## src/rtl/scm_pkg.sv

```systemverilog
// types, codes and coefficient formulas for the subtitle color matrix remap
package scm_pkg;

    localparam int COEF_FRAC_BITS = 16;
    localparam int COLOR_BITS     = 8;

    localparam int COEF_W  = COEF_FRAC_BITS + 3;
    localparam int X_W     = COLOR_BITS + 1;
    localparam int PROD_W  = COEF_W + X_W;
    localparam int ACC_W   = COEF_FRAC_BITS + 14;

    localparam int CFG_IDX_W  = 2;
    localparam int CFG_DATA_W = 4;

    localparam int INV_SETS = 6;
    localparam int FWD_SETS = 8;

    localparam longint COEF_ONE  = longint'(1) << COEF_FRAC_BITS;
    localparam longint LUMA_DEN  = 10000;

    // register indexes
    localparam logic [CFG_IDX_W-1:0] REG_SUB_MATRIX  = 2'd0;
    localparam logic [CFG_IDX_W-1:0] REG_FRAME_CS    = 2'd1;
    localparam logic [CFG_IDX_W-1:0] REG_FRAME_RANGE = 2'd2;

    // subtitle matrix codes
    localparam logic [3:0] SUB_DEFAULT  = 4'd0;
    localparam logic [3:0] SUB_UNKNOWN  = 4'd1;
    localparam logic [3:0] SUB_NONE     = 4'd2;
    localparam logic [3:0] SUB_601_TV   = 4'd3;
    localparam logic [3:0] SUB_601_PC   = 4'd4;
    localparam logic [3:0] SUB_709_TV   = 4'd5;
    localparam logic [3:0] SUB_709_PC   = 4'd6;
    localparam logic [3:0] SUB_240M_TV  = 4'd7;
    localparam logic [3:0] SUB_240M_PC  = 4'd8;

    // frame colorspace codes
    localparam logic [3:0] CS_RGB       = 4'd0;
    localparam logic [3:0] CS_BT709     = 4'd1;
    localparam logic [3:0] CS_UNSPEC    = 4'd2;
    localparam logic [3:0] CS_RESERVED  = 4'd3;
    localparam logic [3:0] CS_FCC       = 4'd4;
    localparam logic [3:0] CS_BT470BG   = 4'd5;
    localparam logic [3:0] CS_SMPTE170M = 4'd6;
    localparam logic [3:0] CS_SMPTE240M = 4'd7;

    // frame range codes
    localparam logic [1:0] RANGE_UNSPEC = 2'd0;
    localparam logic [1:0] RANGE_TV     = 2'd1;
    localparam logic [1:0] RANGE_PC     = 2'd2;
    localparam logic [1:0] RANGE_EXT    = 2'd3;

    localparam logic [COLOR_BITS-1:0] Y_OFF_TV = 8'd16;
    localparam logic [COLOR_BITS-1:0] C_OFF    = 8'd128;

    typedef enum logic [1:0] {
        KIND_601 = 2'd0,
        KIND_709 = 2'd1,
        KIND_240 = 2'd2,
        KIND_RGB = 2'd3
    } kind_e;

    typedef enum logic {
        LEV_TV = 1'b0,
        LEV_PC = 1'b1
    } lev_e;

    typedef logic signed [COEF_W-1:0] coef_t;
    typedef coef_t [2:0] coef_row_t;
    typedef coef_row_t [2:0] coef_mat_t;
    typedef logic signed [X_W-1:0] xval_t;
    typedef xval_t [2:0] xvec_t;
    typedef logic signed [ACC_W-1:0] acc_t;
    typedef logic [2:0][COLOR_BITS-1:0] color_vec_t;

    localparam acc_t ACC_ZERO = '0;
    localparam acc_t ACC_HALF = acc_t'(longint'(1) << (COEF_FRAC_BITS - 1));

    typedef struct packed {
        logic [COLOR_BITS-1:0] red_in;
        logic [COLOR_BITS-1:0] green_in;
        logic [COLOR_BITS-1:0] blue_in;
        logic [COLOR_BITS-1:0] transparency_in;
    } in_beat_t;

    typedef struct packed {
        logic [COLOR_BITS-1:0] red_out;
        logic [COLOR_BITS-1:0] green_out;
        logic [COLOR_BITS-1:0] blue_out;
        logic [COLOR_BITS-1:0] opacity_out;
        logic                  remapped;
    } out_beat_t;

    typedef struct packed {
        logic [3:0] sub_matrix;
        logic [3:0] frame_cs;
        logic [1:0] frame_range;
    } cfg_t;

    typedef struct packed {
        logic                  bypass;
        coef_mat_t             inv;
        coef_mat_t             fwd;
        logic [COLOR_BITS-1:0] ioff_y;
        color_vec_t            foff;
    } coef_sel_t;

    typedef struct packed {
        logic                  bypass;
        color_vec_t            rgb;
        logic [COLOR_BITS-1:0] opacity;
    } stage_info_t;

    // exact rational value of a coefficient, rounded later at elaboration
    typedef struct packed {
        longint num;
        longint den;
    } ratio_t;

    localparam longint LUMA_TAB [3][3] = '{
        '{2990, 5870, 1140},
        '{2126, 7152, 722},
        '{2122, 7013, 865}
    };

    // level gains, tv first then pc
    localparam longint LEV_YN [2] = '{255, 1};
    localparam longint LEV_YD [2] = '{219, 1};
    localparam longint LEV_CN [2] = '{255, 255};
    localparam longint LEV_CD [2] = '{224, 254};

    // rgb to ycbcr, set is {kind, level}
    function automatic ratio_t inv_ratio(input int set, input int row, input int col);
        int k;
        int lv;
        longint a;
        longint b;
        longint c;
        ratio_t r;
        k  = set >> 1;
        lv = set & 1;
        a  = LUMA_TAB[k][0];
        b  = LUMA_TAB[k][1];
        c  = LUMA_TAB[k][2];
        case (row)
            0: r = '{LEV_YD[lv] * LUMA_TAB[k][col], LEV_YN[lv] * LUMA_DEN};
            1: begin
                case (col)
                    0:       r = '{-LEV_CD[lv] * a, LEV_CN[lv] * 2 * (LUMA_DEN - c)};
                    1:       r = '{-LEV_CD[lv] * b, LEV_CN[lv] * 2 * (LUMA_DEN - c)};
                    default: r = '{LEV_CD[lv], LEV_CN[lv] * 2};
                endcase
            end
            default: begin
                case (col)
                    0:       r = '{LEV_CD[lv], LEV_CN[lv] * 2};
                    1:       r = '{-LEV_CD[lv] * b, LEV_CN[lv] * 2 * (LUMA_DEN - a)};
                    default: r = '{-LEV_CD[lv] * c, LEV_CN[lv] * 2 * (LUMA_DEN - a)};
                endcase
            end
        endcase
        return r;
    endfunction

    // ycbcr to rgb, set is {kind, level}; the rgb kind is the identity
    function automatic ratio_t fwd_ratio(input int set, input int row, input int col);
        int k;
        int lv;
        longint a;
        longint b;
        longint c;
        longint cn;
        longint cd;
        ratio_t r;
        k  = set >> 1;
        lv = set & 1;
        r  = '{0, 1};
        if (k == int'(KIND_RGB)) begin
            if (row == col) r = '{1, 1};
        end else begin
            a  = LUMA_TAB[k][0];
            b  = LUMA_TAB[k][1];
            c  = LUMA_TAB[k][2];
            cn = LEV_CN[lv];
            cd = LEV_CD[lv];
            if (col == 0) begin
                r = '{LEV_YN[lv], LEV_YD[lv]};
            end else begin
                case (row)
                    0: begin
                        if (col == 2) r = '{cn * 2 * (LUMA_DEN - a), cd * LUMA_DEN};
                    end
                    1: begin
                        if (col == 1) r = '{-cn * 2 * (LUMA_DEN - c) * c, cd * LUMA_DEN * b};
                        else          r = '{-cn * 2 * (LUMA_DEN - a) * a, cd * LUMA_DEN * b};
                    end
                    default: begin
                        if (col == 1) r = '{cn * 2 * (LUMA_DEN - c), cd * LUMA_DEN};
                    end
                endcase
            end
        end
        return r;
    endfunction

endpackage

```

## src/rtl/scm_lane.sv

```systemverilog
// one lane: a three-term affine row with round to nearest and clip
module scm_lane import scm_pkg::*; (
    input  coef_row_t              coef,
    input  xvec_t                  x,
    input  acc_t                   bias,
    output logic [COLOR_BITS-1:0]  y
);

    logic signed [PROD_W-1:0] prod [3];
    acc_t                     acc;
    acc_t                     rnd;
    logic [ACC_W-COEF_FRAC_BITS-1:0] whole;

    always_comb begin
        for (int j = 0; j < 3; j++) begin
            prod[j] = $signed(coef[j]) * $signed(x[j]);
        end
        acc   = bias + acc_t'(prod[0]) + acc_t'(prod[1]) + acc_t'(prod[2]);
        rnd   = acc + ACC_HALF;
        whole = rnd[ACC_W-1:COEF_FRAC_BITS];
        if (acc[ACC_W-1]) begin
            y = '0;
        end else if (|whole[ACC_W-COEF_FRAC_BITS-1:COLOR_BITS]) begin
            y = '1;
        end else begin
            y = whole[COLOR_BITS-1:0];
        end
    end

endmodule

```

## src/rtl/scm_coef.sv

```systemverilog
// coefficient tables and decode of the subtitle matrix, frame colorspace and frame range registers
module scm_coef import scm_pkg::*; (
    input  cfg_t      cfg,
    output coef_sel_t sel
);

    wire coef_mat_t inv_tab [INV_SETS];
    wire coef_mat_t fwd_tab [FWD_SETS];

    for (genvar gs = 0; gs < INV_SETS; gs++) begin : g_inv_set
        for (genvar gr = 0; gr < 3; gr++) begin : g_row
            for (genvar gc = 0; gc < 3; gc++) begin : g_col
                localparam ratio_t R = inv_ratio(gs, gr, gc);
                localparam longint MAG =
                    (((R.num < 0) ? -R.num : R.num) * COEF_ONE + R.den / 2) / R.den;
                assign inv_tab[gs][gr][gc] = COEF_W'((R.num < 0) ? -MAG : MAG);
            end
        end
    end

    for (genvar gs = 0; gs < FWD_SETS; gs++) begin : g_fwd_set
        for (genvar gr = 0; gr < 3; gr++) begin : g_row
            for (genvar gc = 0; gc < 3; gc++) begin : g_col
                localparam ratio_t R = fwd_ratio(gs, gr, gc);
                localparam longint MAG =
                    (((R.num < 0) ? -R.num : R.num) * COEF_ONE + R.den / 2) / R.den;
                assign fwd_tab[gs][gr][gc] = COEF_W'((R.num < 0) ? -MAG : MAG);
            end
        end
    end

    kind_e      skind;
    kind_e      fkind;
    lev_e       slev;
    lev_e       flev;
    logic       s_ok;
    logic       f_ok;
    logic       f_can_match;
    logic [2:0] inv_set;
    logic [2:0] fwd_set;

    always_comb begin
        s_ok        = 1'b1;
        f_ok        = 1'b1;
        f_can_match = 1'b1;
        skind       = KIND_601;
        slev        = LEV_TV;
        fkind       = KIND_601;
        flev        = LEV_TV;

        case (cfg.sub_matrix)
            SUB_DEFAULT, SUB_601_TV: begin
                skind = KIND_601;
                slev  = LEV_TV;
            end
            SUB_601_PC: begin
                skind = KIND_601;
                slev  = LEV_PC;
            end
            SUB_709_TV: begin
                skind = KIND_709;
                slev  = LEV_TV;
            end
            SUB_709_PC: begin
                skind = KIND_709;
                slev  = LEV_PC;
            end
            SUB_240M_TV: begin
                skind = KIND_240;
                slev  = LEV_TV;
            end
            SUB_240M_PC: begin
                skind = KIND_240;
                slev  = LEV_PC;
            end
            default: s_ok = 1'b0;
        endcase

        // code 1 converts as bt601 on purpose
        case (cfg.frame_cs)
            CS_RGB:                             fkind = KIND_RGB;
            CS_BT709, CS_BT470BG, CS_SMPTE170M: fkind = KIND_601;
            CS_SMPTE240M:                       fkind = KIND_240;
            CS_UNSPEC, CS_RESERVED, CS_FCC:     f_ok = 1'b0;
            default: begin
                fkind       = KIND_601;
                f_can_match = 1'b0;
            end
        endcase

        case (cfg.frame_range)
            RANGE_TV: flev = LEV_TV;
            RANGE_PC: flev = LEV_PC;
            RANGE_EXT: begin
                flev        = LEV_TV;
                f_can_match = 1'b0;
            end
            default: f_ok = 1'b0;
        endcase

        inv_set = {skind, slev};
        fwd_set = {fkind, flev};

        sel.bypass = !s_ok || !f_ok ||
                     (f_can_match && (skind == fkind) && (slev == flev));
        sel.inv    = inv_tab[s_ok ? inv_set : 3'd0];
        sel.fwd    = fwd_tab[fwd_set];
        sel.ioff_y = (slev == LEV_PC) ? '0 : Y_OFF_TV;
        if (fkind == KIND_RGB) begin
            sel.foff = '0;
        end else begin
            sel.foff[0] = (flev == LEV_PC) ? '0 : Y_OFF_TV;
            sel.foff[1] = C_OFF;
            sel.foff[2] = C_OFF;
        end
    end

endmodule

```

## src/rtl/scm_merge.sv

```systemverilog
// merge stage: picks lane results or the bypassed color and holds the output beat
module scm_merge import scm_pkg::*; (
    input  logic        aclk,
    input  logic        aresetn,
    input  logic        in_valid,
    output logic        in_ready,
    input  stage_info_t info,
    input  color_vec_t  lane_rgb,
    output logic        m_valid,
    input  logic        m_ready,
    output out_beat_t   m_data
);

    logic      m_valid_reg;
    out_beat_t m_data_reg;
    out_beat_t m_data_next;

    assign in_ready = !m_valid_reg || m_ready;

    always_comb begin
        m_data_next.red_out     = info.bypass ? info.rgb[0] : lane_rgb[0];
        m_data_next.green_out   = info.bypass ? info.rgb[1] : lane_rgb[1];
        m_data_next.blue_out    = info.bypass ? info.rgb[2] : lane_rgb[2];
        m_data_next.opacity_out = info.opacity;
        m_data_next.remapped    = !info.bypass;
    end

    always_ff @(posedge aclk) begin
        if (!aresetn) begin
            m_valid_reg <= 1'b0;
        end else if (in_ready) begin
            m_valid_reg <= in_valid;
        end
    end

    always_ff @(posedge aclk) begin
        if (in_valid && in_ready) begin
            m_data_reg <= m_data_next;
        end
    end

    assign m_valid = m_valid_reg;
    assign m_data  = m_data_reg;

endmodule

```

## src/rtl/subtitle_color_matrix_remap_top.sv

```systemverilog
// top level of the subtitle color matrix remap
//
// s_ channel takes one subtitle color per beat (red, green, blue, transparency);
// m_ channel returns the remapped color, opacity and a remapped flag per beat.
// both channels are valid/ready; a beat moves when valid and ready are high.
// cfg_we/cfg_index/cfg_wdata write the subtitle matrix, frame colorspace and
// frame range registers; write them only while no beat is in flight.
// from s_ accept to m_valid: three lanes do the rgb to ycbcr rows into a
// register, a second set of three lanes does the ycbcr to rgb rows, and the
// merge stage picks lane or bypass result into the output register.
// throughput is one beat per cycle while m_ready does not stall the output.
// reset clears the pipeline valids and loads the register reset values,
// which select bypass.
// a stalled m_ready holds the output beat; s_ready stays high while an
// earlier stage is empty, so one beat waits behind a stalled output and
// s_ready drops once it is there.
module subtitle_color_matrix_remap_top import scm_pkg::*; (
    input  logic                  aclk,
    input  logic                  aresetn,
    input  logic                  s_valid,
    output logic                  s_ready,
    input  in_beat_t              s_data,
    output logic                  m_valid,
    input  logic                  m_ready,
    output out_beat_t             m_data,
    input  logic                  cfg_we,
    input  logic [CFG_IDX_W-1:0]  cfg_index,
    input  logic [CFG_DATA_W-1:0] cfg_wdata
);

    cfg_t        cfg_reg;
    cfg_t        cfg_next;
    coef_sel_t   sel;

    logic        v1_reg;
    color_vec_t  yuv_reg;
    stage_info_t info_reg;
    logic        mid_ready;

    xvec_t       x1;
    xvec_t       x2;
    acc_t        bias1 [3];
    logic [COLOR_BITS-1:0] y1 [3];
    logic [COLOR_BITS-1:0] y2 [3];
    color_vec_t  lane_rgb;

    always_comb begin
        cfg_next = cfg_reg;
        if (cfg_we) begin
            case (cfg_index)
                REG_SUB_MATRIX:  cfg_next.sub_matrix  = cfg_wdata;
                REG_FRAME_CS:    cfg_next.frame_cs    = cfg_wdata;
                REG_FRAME_RANGE: cfg_next.frame_range = cfg_wdata[1:0];
                default:         cfg_next = cfg_reg;
            endcase
        end
    end

    always_ff @(posedge aclk) begin
        if (!aresetn) begin
            cfg_reg.sub_matrix  <= SUB_DEFAULT;
            cfg_reg.frame_cs    <= CS_UNSPEC;
            cfg_reg.frame_range <= RANGE_UNSPEC;
        end else begin
            cfg_reg <= cfg_next;
        end
    end

    scm_coef u_coef (
        .cfg (cfg_reg),
        .sel (sel)
    );

    // stage one inputs: rgb straight in, offsets pre-scaled; stage two inputs: yuv_reg less the frame offsets
    always_comb begin
        x1[0]    = xval_t'({1'b0, s_data.red_in});
        x1[1]    = xval_t'({1'b0, s_data.green_in});
        x1[2]    = xval_t'({1'b0, s_data.blue_in});
        bias1[0] = acc_t'(sel.ioff_y) << COEF_FRAC_BITS;
        bias1[1] = acc_t'(C_OFF) << COEF_FRAC_BITS;
        bias1[2] = acc_t'(C_OFF) << COEF_FRAC_BITS;
        for (int j = 0; j < 3; j++) begin
            x2[j] = $signed({1'b0, yuv_reg[j]}) - $signed({1'b0, sel.foff[j]});
        end
        for (int j = 0; j < 3; j++) begin
            lane_rgb[j] = y2[j];
        end
    end

    for (genvar g = 0; g < 3; g++) begin : g_lane
        scm_lane u_lane_inv (
            .coef (sel.inv[g]),
            .x    (x1),
            .bias (bias1[g]),
            .y    (y1[g])
        );
        scm_lane u_lane_fwd (
            .coef (sel.fwd[g]),
            .x    (x2),
            .bias (ACC_ZERO),
            .y    (y2[g])
        );
    end

    assign s_ready = !v1_reg || mid_ready;

    always_ff @(posedge aclk) begin
        if (!aresetn) begin
            v1_reg <= 1'b0;
        end else if (s_ready) begin
            v1_reg <= s_valid;
        end
    end

    always_ff @(posedge aclk) begin
        if (s_valid && s_ready) begin
            yuv_reg[0]       <= y1[0];
            yuv_reg[1]       <= y1[1];
            yuv_reg[2]       <= y1[2];
            info_reg.bypass  <= sel.bypass;
            info_reg.rgb[0]  <= s_data.red_in;
            info_reg.rgb[1]  <= s_data.green_in;
            info_reg.rgb[2]  <= s_data.blue_in;
            info_reg.opacity <= ~s_data.transparency_in;
        end
    end

    scm_merge u_merge (
        .aclk     (aclk),
        .aresetn  (aresetn),
        .in_valid (v1_reg),
        .in_ready (mid_ready),
        .info     (info_reg),
        .lane_rgb (lane_rgb),
        .m_valid  (m_valid),
        .m_ready  (m_ready),
        .m_data   (m_data)
    );

endmodule

```

## config.mk

```make
export PLATFORM = sky130hd
export DESIGN_NAME = subtitle_color_matrix_remap_top
export DESIGN_NICKNAME = d
export VERILOG_FILES = /design/src/rtl/scm_pkg.sv /design/src/rtl/scm_lane.sv /design/src/rtl/scm_coef.sv /design/src/rtl/scm_merge.sv /design/src/rtl/subtitle_color_matrix_remap_top.sv
export SDC_FILE = /design/constraint.sdc
export NUM_CORES = 2
export LEC_CHECK = 0
export BUFFER_PORTS_ARGS = -buffer_cell sky130_fd_sc_hd__buf_2
export CAP_MARGIN = 20
export CORE_MARGIN = 2
export CORE_UTILIZATION = 60
export DETAILED_ROUTE_END_ITERATION = 8
export GPL_TIMING_DRIVEN = 0
export PLACE_DENSITY = 0.84
export SYNTH_ARGS = -nofsm -noshare
export SYNTH_HDL_FRONTEND = slang
export SYNTH_HIERARCHICAL = 1
export SYNTH_SLANG_ARGS = --single-unit
```

## constraint.sdc

```tcl
create_clock -name aclk -period 10.1 [get_ports aclk]
set_input_delay 1.01 -clock aclk [delete_from_list [all_inputs] [get_ports aclk]]
set_output_delay 1.01 -clock aclk [all_outputs]
set_load 0.02 [all_outputs]
```

After elaboration in Yosys (flattened, before gate mapping)

Memory sizes are Yosys's and may differ from the RTL's.
Cells that the tools add are included.
W data, S select, Z words.

$add $sub $neg: 24
Multiply operators: 18
Div/mod/pow operators: 0
Magnitude comparators: 2
Eq/ne operators: 21
Shifts and indexed selects: 0
Muxes and demuxes: 29
Bitwise logic cells: 3
Reduce and logical (&&, ||, !) cells: 32

Operators by type and width:

| cell                     | count |
|---|---|
| $mux W171                | 4 |
| $mul A19 B9 Y28          | 18 |
| $add A29 B28 Y30         | 6 |
| $add A30 B17 Y30 const B | 6 |
| $mux W8                  | 12 |
| $add A30 B28 Y30         | 3 |
| $add A28 B28 Y29         | 3 |
| $add A25 B28 Y29 const A | 2 |
| $reduce_or A6 Y1         | 6 |
| $eq A4 B3 Y1 const B     | 8 |
| $add A22 B28 Y29         | 1 |
| $sub A8 B8 Y9            | 3 |
| $mux W24                 | 1 |
| $eq A4 B2 Y1 const B     | 3 |
| $mux W5                  | 2 |
| $reduce_or A3 Y1         | 3 |
| $eq A2 B2 Y1 const B     | 4 |
| $ge A4 B4 Y1 const B     | 2 |
| $logic_not A4 Y1         | 2 |
| $not A3 Y4               | 2 |
| $not A8 Y8               | 1 |
| $pmux W2 S2              | 2 |
| $reduce_or A8 Y1         | 1 |
| $mux W1                  | 7 |
| other kinds (13)         | 27 |

Flip-flop bits (word level): 102
Latch bits: 0
Memory bits (writable): 0
Memory bits (read-only): 2,736
Input port bits: 43
Output and inout port bits: 35
Word-level logic and storage cells: 149
Memories kept: 2

Memory list:

| memory           | words | width | rd ports | clocked after Yosys merged registers in | wr ports | line            | text |
|---|---|---|---|---|---|---|---|
| (name not given) | 8     | 171   | 1        | 0                                       | 0        | scm_coef.sv:106 | `sel.inv = inv_tab[s_ok ? inv_set : 3'd0];` |
| (name not given) | 8     | 171   | 1        | 0                                       | 0        | scm_coef.sv:107 | `sel.fwd = fwd_tab[fwd_set];` |

Longest topological paths before layout

Depth in word-level cells: 15
Depth in mapped cells: 36
Gate-level depth less buffers: 34

Cells and area by module

The synthesis kept the hierarchy.

By module, submodules not included:

| module                               | instances | cells each | area an instance (um2) | seq. area each (um2) |
|---|---|---|---|---|
| scm_lane at g_lane[0].u_lane_inv ... | 4         | 1,962      | 18,589.1               | 0.0 |
| scm_lane at g_lane[2].u_lane_inv     | 1         | 1,972      | 18,646.6               | 0.0 |
| scm_lane at g_lane[0].u_lane_fwd     | 1         | 1,956      | 18,596.6               | 0.0 |
| subtitle_color_matrix_remap_top      | 1         | 250        | 3,275.6                | 1,931.9 |
| scm_coef                             | 1         | 454        | 3,236.9                | 0.0 |
| scm_merge                            | 1         | 66         | 1,431.4                | 1,011.0 |

Least setup slack after synthesis

Ideal clock, no wire load.

Path type: register to register
Start: register cfg_reg[5] (netlist name)
End: register u_merge.m_data_reg (netlist bit u_merge/m_data[31]), data pin
Setup time: 260 ps
Data arrival time: 9,789 ps
Data required time: 9,840 ps
Slack: 51 ps
Stages on the path, launching flop included: 31
Path buffers: 1
Clock period less this slack: 10,049 ps
Cells stage by stage: dfxtp_1 > nor4_4 > inv_1 > nand2_1 > inv_1 > inv_1 > ha_1 > a21boi_0 > o22ai_1 > xnor2_1 > clkbuf_1 > and2_1 > fa_1 > fa_1 > fa_1 > fa_1 > fa_1 > fa_1 > fa_1 > fa_1 > ha_1 > a21oi_1 > o21ai_0 > a21oi_1 > a21boi_1 > nor4b_4 > nand4_2 > nor4_2 > mux2_4 > o31a_1 > mux2_4

RTL lines:

| what                   | line                                  | text |
|---|---|---|
| start, declared        | subtitle_color_matrix_remap_top.sv:31 | `cfg_t cfg_reg;` |
| start signal, assigned | subtitle_color_matrix_remap_top.sv:65 | `cfg_reg <= cfg_next;` |
| end signal, assigned   | scm_merge.sv:38                       | `m_data_reg <= m_data_next;` |
| end, declared          | scm_merge.sv:15                       | `out_beat_t m_data_reg;` |

==> metrics.md <==
| Metric | Value |
|---|---|
| Status | finished, final reports clean |
| CP endpoint kind | register |
| Drt pass-1 iters | 8 |
| Netlist cell types | between 100 and 150 |
| Reg2Reg Setup Slack | 0.005 ns |
| Initial Utilization | about three fifths |
| Largest family of logic cells by synthesized area | adder cells |
| Largest area contributor in the synthesized netlist | fa_1 |
| # DRC | 0 |
| F_max | roughly 99 MHz |
| Die X | 450 um |
| Mean post-synth cell area | 9.53 sq um |
| Clock Path Buffers | 2 |
| Worst path arrival time | 10.28 ns |
| DR WL/cell | 19.7 um |
| EDFF count, synth | 90 |
| Fin. Hold Viols | 0 |
| Total GRT Usage | between 30% and 40% |
| Final core occ | between 60 and 70% |
| Max_cap viols | 0 |
| TritonCTS clock tree | done |
| WHS Path Cells | 0 |
| Placed Instances | 15700 |
| Grt ovf | 0 |
| Final min period | approximately 10 ns |
| Routability cong. | roughly 1 |
| Most frequent CP cell | fa_1 |
| Compound-Gate Fraction of Synth Area | roughly 3.6% |
| Cts bufs inserted | 9 |
| Ratio of cells with drive above 1 in the final layout | roughly 7% |
| Met1 wire length | around 110000 um |
| CP Data Required Time | between 10 and 15 ns |
| Launching point of the worst reg2reg path | cfg_reg[9] |
| Multi-input logic area | 0.103 sq mm |
| Skew-Pair Late Insertion Delay | around 0.46 ns |
| Slowest CP cell | a21oi_1 |
| Worst Reg-to-Reg Cells | 28 |
| Post-synth ARST share | 0% |
| Post-Synth Adder-Cell Area | ~63% |
| Rows | 163 |
| Critical path peak fanout | 12 |
| Max Used Layer | met5 |
| Post-synthesis mux area share | less than 1% |
| Most frequent cells after synthesis | 3369 x fa_1, 3119 x inv_1, 1647 x nand2_1, 1245 x and2_1, 672 x ha_1 |
| Vias in the first global route | between 90000 and 100k |
| Worst Hold Margin | roughly 0.42 ns |
| H-tree Lvls | 3 |
| Reg2reg end | yuv_reg[15] |
| Synth top area share | a little under three fifths |
| Initial DRC count | between 7000 and 8000 |
| Fin crit share | between 90 and 100% |
| FF/Latch Area | approximately 0.0030 sq mm |
| Non-filler cells, final | between 15000 and 20000 |
| Synth Flop Type | edfxtp_1 |
| Synthesized cell area | 0.120 sq mm |
| YS warnings | 6 |
| Clock Skew | between 0.02 and 0.025 ns |
| Routed wl met3 | approximately 29000 um |
| Clock transition at path regs | around 0.10 ns |
| Synth Register Bits | ~100 |
| Final Setup Violations | 0 |
| Hold Path Class | reg -> reg |
| Num Clock Sinks | ~100 |
| Post-Synth XOR/XNOR Area | 1.47% |
| Beginning of the critical path | cfg_reg[9] |
| Initial antenna violation count | 30 |
| CTS Root Cell | clkbuf_16 |
| Vias | roughly 86000 |
| Final wirelength | a little over 300000 um |
| Critical path type | reg -> reg |
| Simple-gate share of the synthesized area | ~15% |
| Post-synthesis sequential area ratio | approximately 2.5% |
| Top cells by area, synth | fa_1 56%, inv_1 9.8%, ha_1 7.0%, and2_1 6.5%, nand2_1 5.2% |
| Core ar. | between 0.15 and 0.2 sq mm |
| Fillcell total | between 15000 and 20000 |
| HPWL after DPL | between 200000 and 300000 um |
| Met2 wire len | roughly 150000 um |
| Synthesized instance count | 12500 |
| Die area | 0.203 sq mm |
| Crit path capture | yuv_reg[15] |
| Port Buffers | 77 |
| # IOs | 78 |
| Final nets | 17200 |
| Vias per cell | between 5 and 6 |
| Startpoint Class | register |
| Worst path max stage delay | approximately 0.67 ns |
| Worst-margin pin slew | roughly 1.5 ns |
| Die height | 450 um |
| Final worst slack | 0.00518 ns |
| Global-route wire length before repair | ~500000 um |
| Top-count cell post-synth | fa_1 |
| Routed Antenna Nets | 0 |
| Largest net degree at the start of global routing | ~50 |
| Headroom to the max-slew limit | under 10% |
| Post-Place Worst Slack | -2.24 ns |
| Area Growth Syn to Fin | 6.63% |
| Slew Viols, Final | 0 |
## logic make-up after synthesis
| family | after synthesis |
|---|---|
| compound gates | 621 |
| xor+xnor | 199 |
| fa+ha+maj | 4041 |
| buf+inv | 3925 |
| flops | 102 |
| mux | 56 |
| other cells | 4 |
| simple gates | 3598 |
## worst min-delay path by stage
| stage | from | end |
|---|---|---|
| after floorplan | info_reg[0] | u_merge/m_data[1] |
| after global placement | info_reg[3] | u_merge/m_data[4] |
| after detailed placement | info_reg[4] | u_merge/m_data[5] |
| after CTS | info_reg[4] | u_merge/m_data[5] |
| after global routing | info_reg[1] | u_merge/m_data[2] |
| final | info_reg[1] | u_merge/m_data[2] |
## cell usage in the layout (no fill, tap or decap), types with 22 or more instances in the layout
cell type,n
mux2i_1,24
ha_1,663
buf_2,87
clkbuf_2,34
clkbuf_1,373
buf_4,380
a21o_1,58
a31oi_1,25
nor3_1,36
o21ai_0,79
inv_1,3109
fa_1,3364
nand2b_1,158
nor2_1,273
nand2_1,1638
a21oi_1,164
nand4_1,34
buf_6,26
xnor2_1,125
o21ai_1,35
nand3_1,22
diode_2,36
a21oi_2,24
o211ai_1,26
edfxtp_1,90
conb_1,374
o21a_1,22
xor2_1,53
and2_1,1239
## critical path: cells and delay by family (launching register included)
kind / cells / cell delay [ns]
adder cells (fa/ha/maj): 10 / 4.46
AO/OA/AOI/OAI: 6 / 1.78
AND/OR/NAND/NOR: 5 / 1.64
buffers and inverters: 6 / 1.14
flip-flops: 1 / 0.48
multiplexers: 1 / 0.30
## layout make-up
cell class	instances	share of cell area (%)
well taps	2640	2.59
flip-flops and latches	102	2.31
repair buffers	191	1.34
clock buffers	9	0.177
diodes	36	0.0707
plain buffers	771	3.38
inverters	3132	9.27
clock inverters	7	0.0677
multi-input cells	8890	80.8
## timing repair
item | in CTS | in global routing
gates resized for setup | 139 | 225
endpoints found under the hold margin | 0 | 0
pin swaps | 31 | 44
gates cloned | 0 | 3
hold buffers | 0 | 0
setup buffers | 40 | 37
setup endpoints to repair | 48 | 48
## per-stage QoR
| step | setup TNS (ns) | area [sq um] |
|---|---|---|
| 2_1_floorplan | 0 | 121000 |
| 3_3_place_gp | -165.80 | 125000 |
| 3_5_place_dp | -77.97 | 125000 |
| 4_1_cts | 0 | 126000 |
| 5_1_grt | -2.73 | 127000 |
| 6_report | 0 | 127000 |
## layer usage
layer	vias to the layer above	global-route usage, %
met5	-	0
met4	14	19.9
met3	1016	5.74
met2	4466	52.4
met1	44200	39.4
li1	36600	-
Power is not shown: default switching activity piles up to over one toggle a cycle in this logic, so the estimate is an artifact.
